[config.mk]
export PLATFORM = sky130hd
export DESIGN_NAME = unique_entry_fifo
export DESIGN_NICKNAME = d
export VERILOG_FILES = /design/src/rtl/core/ufifo_pkg.sv /design/src/rtl/core/ufifo_queue.sv /design/src/rtl/core/ufifo_engine.sv /design/src/rtl/core/unique_entry_fifo.sv
export SDC_FILE = /design/constraint.sdc
export NUM_CORES = 1
export LEC_CHECK = 0
export BUFFER_PORTS_ARGS = -buffer_cell sky130_fd_sc_hd__buf_2
export CAP_MARGIN = 10
export CORE_UTILIZATION = 25
export DETAILED_ROUTE_END_ITERATION = 8
export GPL_ROUTABILITY_DRIVEN = 1
export MAX_ROUTING_LAYER = met4
export RECOVER_POWER = 25
export SLEW_MARGIN = 20
export SYNTH_ARGS = -nofsm -noshare
export SYNTH_HDL_FRONTEND = slang
export SYNTH_HIERARCHICAL = 1
export SYNTH_SLANG_ARGS = --single-unit
[constraint.sdc]
create_clock -name clk -period 16 [get_ports clk]
set_input_delay 0 -clock clk [delete_from_list [all_inputs] [get_ports clk]]
set_output_delay 0 -clock clk [all_outputs]
set_load 0.02 [all_outputs]
[src/rtl/core/ufifo_pkg.sv]
package ufifo_pkg;

    localparam int unsigned VALUE_W = 32;
    localparam int unsigned OCC_W   = 5;

    typedef enum logic
    {
        CMD_PUSH = 1'b0,
        CMD_POP  = 1'b1
    } cmd_t;

    typedef enum logic [2:0]
    {
        ST_PUSHED = 3'd0,
        ST_DUP    = 3'd1,
        ST_FULL   = 3'd2,
        ST_POPPED = 3'd3,
        ST_EMPTY  = 3'd4
    } status_t;

    typedef struct packed
    {
        cmd_t                       cmd;
        logic signed [VALUE_W-1:0]  value;
    } in_word_t;

    typedef struct packed
    {
        status_t                    status;
        logic signed [VALUE_W-1:0]  popped_value;
        logic [OCC_W-1:0]           occupancy;
    } out_word_t;

    typedef enum logic [1:0]
    {
        S_IDLE,
        S_SCAN,
        S_POP,
        S_EMIT
    } eng_state_t;

endpackage

[src/rtl/core/ufifo_queue.sv]
module ufifo_queue #(
    parameter type word_t = logic
) (
    input  logic  clk,
    input  logic  rst_n,
    input  logic  push,
    output logic  full,
    input  word_t wr_data,
    input  logic  pop,
    output logic  empty,
    output word_t rd_data
);

    localparam logic [1:0] QFULL = 2'd2;

    word_t      slot_reg [2];
    logic       wr_ptr_reg;
    logic       wr_ptr_next;
    logic       rd_ptr_reg;
    logic       rd_ptr_next;
    logic [1:0] cnt_reg;
    logic [1:0] cnt_next;
    logic       do_push;
    logic       do_pop;

    assign full    = (cnt_reg == QFULL);
    assign empty   = (cnt_reg == 2'd0);
    assign rd_data = slot_reg[rd_ptr_reg];
    assign do_push = push && !full;
    assign do_pop  = pop && !empty;

    always_comb
    begin
        wr_ptr_next = wr_ptr_reg ^ do_push;
        rd_ptr_next = rd_ptr_reg ^ do_pop;
        cnt_next    = cnt_reg;
        unique case ({do_push, do_pop})
            2'b10:   cnt_next = cnt_reg + 2'd1;
            2'b01:   cnt_next = cnt_reg - 2'd1;
            default: cnt_next = cnt_reg;
        endcase
    end

    always_ff @(posedge clk or negedge rst_n)
    begin
        if (!rst_n)
        begin
            wr_ptr_reg <= 1'b0;
            rd_ptr_reg <= 1'b0;
            cnt_reg    <= 2'd0;
        end
        else
        begin
            wr_ptr_reg <= wr_ptr_next;
            rd_ptr_reg <= rd_ptr_next;
            cnt_reg    <= cnt_next;
        end
    end

    always_ff @(posedge clk)
    begin
        if (do_push)
        begin
            slot_reg[wr_ptr_reg] <= wr_data;
        end
    end

endmodule

[src/rtl/core/ufifo_engine.sv]
module ufifo_engine #(
    parameter int unsigned DEPTH = 16
) (
    input  logic                 clk,
    input  logic                 rst_n,
    input  logic                 in_empty,
    input  ufifo_pkg::in_word_t  in_word,
    output logic                 in_pop,
    input  logic                 res_full,
    output logic                 res_push,
    output ufifo_pkg::out_word_t res_word
);

    import ufifo_pkg::*;

    localparam int unsigned IDX_W = (DEPTH > 1) ? $clog2(DEPTH) : 1;
    localparam int unsigned CNT_W = $clog2(DEPTH + 1);
    localparam logic [IDX_W-1:0] LAST_IDX = IDX_W'(DEPTH - 1);
    localparam logic [CNT_W-1:0] FULL_CNT = CNT_W'(DEPTH);

    logic signed [VALUE_W-1:0] entry_mem [DEPTH];
    logic signed [VALUE_W-1:0] mem_q_reg;

    eng_state_t       state_reg;
    eng_state_t       state_next;
    logic [IDX_W-1:0] head_reg;
    logic [IDX_W-1:0] head_next;
    logic [IDX_W-1:0] tail_reg;
    logic [IDX_W-1:0] tail_next;
    logic [CNT_W-1:0] count_reg;
    logic [CNT_W-1:0] count_next;
    logic [IDX_W-1:0] scan_addr_reg;
    logic [IDX_W-1:0] scan_addr_next;
    logic [CNT_W-1:0] scan_left_reg;
    logic [CNT_W-1:0] scan_left_next;
    logic             cmp_valid_reg;
    logic             cmp_valid_next;
    in_word_t         cur_reg;
    in_word_t         cur_next;
    out_word_t        res_reg;
    out_word_t        res_next;

    logic                      mem_wr;
    logic signed [VALUE_W-1:0] mem_wr_data;
    logic                      mem_rd;
    logic [IDX_W-1:0]          mem_rd_addr;

    function automatic logic [IDX_W-1:0] next_idx(input logic [IDX_W-1:0] i);
        return (i == LAST_IDX) ? '0 : IDX_W'(i + 1'b1);
    endfunction

    assign res_word = res_reg;

    always_comb
    begin
        state_next     = state_reg;
        head_next      = head_reg;
        tail_next      = tail_reg;
        count_next     = count_reg;
        scan_addr_next = scan_addr_reg;
        scan_left_next = scan_left_reg;
        cmp_valid_next = cmp_valid_reg;
        cur_next       = cur_reg;
        res_next       = res_reg;
        in_pop         = 1'b0;
        res_push       = 1'b0;
        mem_wr         = 1'b0;
        mem_wr_data    = cur_reg.value;
        mem_rd         = 1'b0;
        mem_rd_addr    = scan_addr_reg;

        unique case (state_reg)
            S_IDLE:
            begin
                if (!in_empty)
                begin
                    in_pop   = 1'b1;
                    cur_next = in_word;
                    if (in_word.cmd == CMD_POP)
                    begin
                        if (count_reg == '0)
                        begin
                            res_next = '{status: ST_EMPTY, popped_value: '0,
                                         occupancy: OCC_W'(count_reg)};
                            state_next = S_EMIT;
                        end
                        else
                        begin
                            mem_rd      = 1'b1;
                            mem_rd_addr = head_reg;
                            state_next  = S_POP;
                        end
                    end
                    else if (count_reg == '0)
                    begin
                        // nothing to compare against: append at once
                        mem_wr      = 1'b1;
                        mem_wr_data = in_word.value;
                        tail_next   = next_idx(tail_reg);
                        count_next  = CNT_W'(count_reg + 1'b1);
                        res_next    = '{status: ST_PUSHED, popped_value: '0,
                                        occupancy: OCC_W'(count_reg + 1'b1)};
                        state_next  = S_EMIT;
                    end
                    else
                    begin
                        scan_addr_next = head_reg;
                        scan_left_next = count_reg;
                        cmp_valid_next = 1'b0;
                        state_next     = S_SCAN;
                    end
                end
            end

            S_SCAN:
            begin
                // compare the entry read last cycle, issue the next read
                priority if (cmp_valid_reg && (mem_q_reg == cur_reg.value))
                begin
                    cmp_valid_next = 1'b0;
                    res_next = '{status: ST_DUP, popped_value: '0,
                                 occupancy: OCC_W'(count_reg)};
                    state_next = S_EMIT;
                end
                else if (scan_left_reg == '0)
                begin
                    cmp_valid_next = 1'b0;
                    state_next     = S_EMIT;
                    if (count_reg == FULL_CNT)
                    begin
                        res_next = '{status: ST_FULL, popped_value: '0,
                                     occupancy: OCC_W'(count_reg)};
                    end
                    else
                    begin
                        mem_wr     = 1'b1;
                        tail_next  = next_idx(tail_reg);
                        count_next = CNT_W'(count_reg + 1'b1);
                        res_next   = '{status: ST_PUSHED, popped_value: '0,
                                       occupancy: OCC_W'(count_reg + 1'b1)};
                    end
                end
                else
                begin
                    mem_rd         = 1'b1;
                    scan_addr_next = next_idx(scan_addr_reg);
                    scan_left_next = CNT_W'(scan_left_reg - 1'b1);
                    cmp_valid_next = 1'b1;
                end
            end

            S_POP:
            begin
                head_next  = next_idx(head_reg);
                count_next = CNT_W'(count_reg - 1'b1);
                res_next   = '{status: ST_POPPED, popped_value: mem_q_reg,
                               occupancy: OCC_W'(count_reg - 1'b1)};
                state_next = S_EMIT;
            end

            S_EMIT:
            begin
                // hold the result until the output queue has room
                if (!res_full)
                begin
                    res_push   = 1'b1;
                    state_next = S_IDLE;
                end
            end

            default:
            begin
                state_next = S_IDLE;
            end
        endcase
    end

    always_ff @(posedge clk or negedge rst_n)
    begin
        if (!rst_n)
        begin
            state_reg     <= S_IDLE;
            head_reg      <= '0;
            tail_reg      <= '0;
            count_reg     <= '0;
            scan_addr_reg <= '0;
            scan_left_reg <= '0;
            cmp_valid_reg <= 1'b0;
        end
        else
        begin
            state_reg     <= state_next;
            head_reg      <= head_next;
            tail_reg      <= tail_next;
            count_reg     <= count_next;
            scan_addr_reg <= scan_addr_next;
            scan_left_reg <= scan_left_next;
            cmp_valid_reg <= cmp_valid_next;
        end
    end

    always_ff @(posedge clk)
    begin
        cur_reg <= cur_next;
        res_reg <= res_next;
    end

    always_ff @(posedge clk)
    begin
        if (mem_wr)
        begin
            entry_mem[tail_reg] <= mem_wr_data;
        end
        if (mem_rd)
        begin
            mem_q_reg <= entry_mem[mem_rd_addr];
        end
    end

endmodule

[src/rtl/core/unique_entry_fifo.sv]
// Channel   Ports                       Handshake
// input     push, full, wr_data         word taken when push && !full
// result    pop, empty, rd_data         word taken when pop && !empty
//
// A push into a queue holding entries keeps the engine busy while it scans them:
// the held entries are read one per cycle through the single read port of the
// entry memory to check for a duplicate; a hit ends the scan early, and a push
// into an empty queue skips the scan. A pop on an empty queue skips S_POP.
// Two-word queues on both sides let the input and result sides stall apart.
// rst_n clears indices and counts; entry contents need no clearing.
module unique_entry_fifo #(
    parameter int unsigned DEPTH = 16
) (
    input  logic                 clk,
    input  logic                 rst_n,
    input  logic                 push,
    output logic                 full,
    input  ufifo_pkg::in_word_t  wr_data,
    input  logic                 pop,
    output logic                 empty,
    output ufifo_pkg::out_word_t rd_data
);

    import ufifo_pkg::*;

    logic      front_empty;
    logic      front_pop;
    in_word_t  front_word;
    logic      res_full;
    logic      res_push;
    out_word_t res_word;

    ufifo_queue #(
        .word_t (in_word_t)
    ) u_front (
        .clk     (clk),
        .rst_n   (rst_n),
        .push    (push),
        .full    (full),
        .wr_data (wr_data),
        .pop     (front_pop),
        .empty   (front_empty),
        .rd_data (front_word)
    );

    ufifo_engine #(
        .DEPTH (DEPTH)
    ) u_engine (
        .clk      (clk),
        .rst_n    (rst_n),
        .in_empty (front_empty),
        .in_word  (front_word),
        .in_pop   (front_pop),
        .res_full (res_full),
        .res_push (res_push),
        .res_word (res_word)
    );

    ufifo_queue #(
        .word_t (out_word_t)
    ) u_back (
        .clk     (clk),
        .rst_n   (rst_n),
        .push    (res_push),
        .full    (res_full),
        .wr_data (res_word),
        .pop     (pop),
        .empty   (empty),
        .rd_data (rd_data)
    );

    a_res_no_overflow: assert property (@(posedge clk) disable iff (!rst_n)
        res_push |-> !res_full)
        else $error("result pushed into full output queue");

    a_front_no_underflow: assert property (@(posedge clk) disable iff (!rst_n)
        front_pop |-> !front_empty)
        else $error("engine took a word from empty input queue");

    a_zero_unless_popped: assert property (@(posedge clk) disable iff (!rst_n)
        (res_push && (res_word.status != ST_POPPED)) |-> (res_word.popped_value == '0))
        else $error("nonzero value on a result that is not a pop");

    a_full_occupancy: assert property (@(posedge clk) disable iff (!rst_n)
        (res_push && (res_word.status == ST_FULL)) |-> (res_word.occupancy == OCC_W'(DEPTH)))
        else $error("full rejection with queue not full");

    a_empty_occupancy: assert property (@(posedge clk) disable iff (!rst_n)
        (res_push && (res_word.status == ST_EMPTY)) |-> (res_word.occupancy == '0))
        else $error("empty error with entries held");

endmodule

==> out/qor.yml <==
finalInstanceArea_um2: 37000
hold_path_class: "in -> reg"
final.setup_skew_ns: 0.0198
cts.clk_slew.worst_paths_ns: 0.07
power_per_cell_area_nw_per_um2: 182
gp_congestion: 0.785
worstMarginPinSlew_ns: 3.27
arrival_ns: 7.02
max_stage_delay_ns: 1.89
relSlewSlack: -1.18
final_util: 0.291
synth_edf_count: 762
first_global_vias: 16500
ys_seq_elements: 795
clockBufferDepth: 3
clock_latency_ns: 0.62
crit_type: "reg -> reg"
stdcell_count: 3709
finalHoldWorstSlack_ns: 0.129
use_met2: 0.199
synthesis.area_um2: 32100
fin_tns_setup_ns: 0
regArea_um2: 23700
cp_slowest_cell: "clkbuf_1"
hp-start: "wr_data[22]"
die_w_um: 360
via_count: 16800
track_usage: 0.119
antenna_found_initial: 8
fp-row-count: 131
worst_slack_ns: 9.33
rsz0062_at_grt: "false"
area_delta_synth_final_pct: 15.5
rr_startpoint: "u_front/rd_ptr_reg"
root_buffer: "clkbuf_16"
finalHoldViolCount: 0
dp_slack_ns: 10.86
grt_pass1_wl_um: 111000
numClockSinks: 795
drcViolationCount: 4
ys_seq_area_frac: 0.739
multiInputGateArea_um2: 7740
post_cts_buffers: 0
layout_commonest_cell: "edfxtp_1"
io_buffer_count: 78
routedWlPerCell_um: 20.5
top_usage_layer: "met2"
start_kind: "register"
place_inst: 3531
final_nets: 2042
cp_max_fo: 148
grt.met1_usage: 0.145
cts_max_level: 3
async_flop_share: 0.0415
ios: 79
wirelength_um: 76200
fmax_mhz: 150
synth_cell_types: 61
largest_reg_flops: 512
drt-initial-drc-count: 1369
routed_via_density: 4.54
total_power_mw: 6.75
syn_nets: 1909
vdd_drop_max_mv: 0.197
maxCapViolCount: 8
dpl.hpwl_um: 42400
die_h_um: 360
final_cell_mix: "edfxtp_1 (762), mux2i_1 (260), o22ai_1 (135), clkbuf_16 (75), mux2_1 (64)"
die_area_um2: 130000
crit_required_ns: 16.35
grt_use_met3: 0.0192
first_pass_iters: 9
leakagePower_nw: 12.8
setup_violations: 0
netlist_instances: 1849
nFillCells: 12500
violations: "design-rule violations, max-capacitance violations, max-slew violations"
r2r_slack_ns: 9.33
ys_warn_count: 6
start_util: 0.252
crit_path_end_kind: "register"
drtAntennaViolNets: 0
placed_area_um2: 34600
r2r_end: "u_engine/mem_q_reg[7]"
hold-path-endpoint: "u_front/slot_reg[0][22]"
reg2regPathDepth: 9
finalCritPeriodShare: 0.417
fin_crit_ns: 6.67
avgSynthCellArea_um2: 17.3
grt_max_degree: 149
cp_cell_sequence: "clkbuf_1 > mux2_1 > nand3_4 > mux2i_4 > buf_12 > buf_4 > mux2i_1 > o22ai_1 > or4_1"
grt-ovfl-total: 0
cts_tree: "yes"
core_um2: 127000
cts_buffers: 75
min_path_cells: 2
status: "finished with violations"
drive_gt1_frac: 0.131
timing.final.max_slew_violations: 304
synth_ff_type: "edfxtp_1"
## kinds of logic after synthesis
group / synth area share
buffers and inverters: 0.0204
adder cells (fa/ha/maj): 0.00897
AND/OR/NAND/NOR: 0.0480
XOR/XNOR: 0.0120
AO/OA/AOI/OAI: 0.0434
multiplexers: 0.128
flip-flops: 0.739
## power by group
part	switching [mW]	internal, mW
Combinational	1.28	0.719
Sequential	0.202	2.81
Clock	0.746	0.998
Total	2.23	4.53
## routing by layer
metal	up-vias	wire [µm]	part of all wire
li1	7578	-	-
met1	8612	31700	0.42
met2	534	37900	0.50
met3	116	4560	0.060
met4	0	1970	0.026
met5	-	0	0
## final cells by class
class | instances | share of cell area
Inverter | 26 | 0.00263
Clock inverter | 37 | 0.0107
Multi-Input combinational cell | 930 | 0.209
Tap cell | 1662 | 0.0561
Clock buffer | 98 | 0.0538
Sequential cell | 795 | 0.640
Timing Repair Buffer | 154 | 0.0272
Antenna cell | 7 | 0.000473
## synth_stat cells, types with 10 or more instances
cell type,n,share of area
edfxtp_1,762,0.71
mux2i_1,261,0.081
o22ai_1,135,0.026
mux2_4,68,0.032
clkbuf_1,58,0.0068
nand2_1,49,0.0057
nor2_1,49,0.0057
mux2_2,42,0.015
xnor2_1,39,0.011
or4_1,37,0.0087
and2_1,36,0.0070
dfrtp_1,33,0.026
inv_1,25,0.0029
nand3_1,25,0.0039
buf_2,24,0.0037
ha_1,23,0.0090
nand4_1,16,0.0031
nor3_1,15,0.0023
o21ai_0,15,0.0023
nor4_1,14,0.0027
nand2b_1,13,0.0025
a21oi_1,12,0.0019
a31oi_1,10,0.0020
## worst max-delay path by stage
stage                               start                        to  slack [ns]
detailed placement  u_engine/count_reg[0]     u_engine/mem_q_reg[7]       10.86
global placement    u_engine/count_reg[0]    u_engine/mem_q_reg[22]       10.99
CTS                 u_engine/count_reg[0]     u_engine/mem_q_reg[7]       10.86
global route           u_front/rd_ptr_reg    u_engine/mem_q_reg[22]        8.95
finish                 u_front/rd_ptr_reg     u_engine/mem_q_reg[7]        9.33
floorplan           u_engine/state_reg[0]  u_engine/entry_mem[2][0]       10.79
## worst max-delay path, delay by kind of cell (launching register included)
| kind | cells | cell delay (ns) |
|---|---|---|
| buffers and inverters | 3 | 3.43 |
| multiplexers | 3 | 1.20 |
| AND/OR/NAND/NOR | 2 | 0.96 |
| flip-flops | 1 | 0.34 |
| AO/OA/AOI/OAI | 1 | 0.12 |
## timing repair
item,4_1_cts,5_1_grt
endpoints found under the hold margin,104,0
setup endpoints to repair,0,0
hold buffers,36,0
resized for setup,0,0
(Power assumes the default switching activity.)
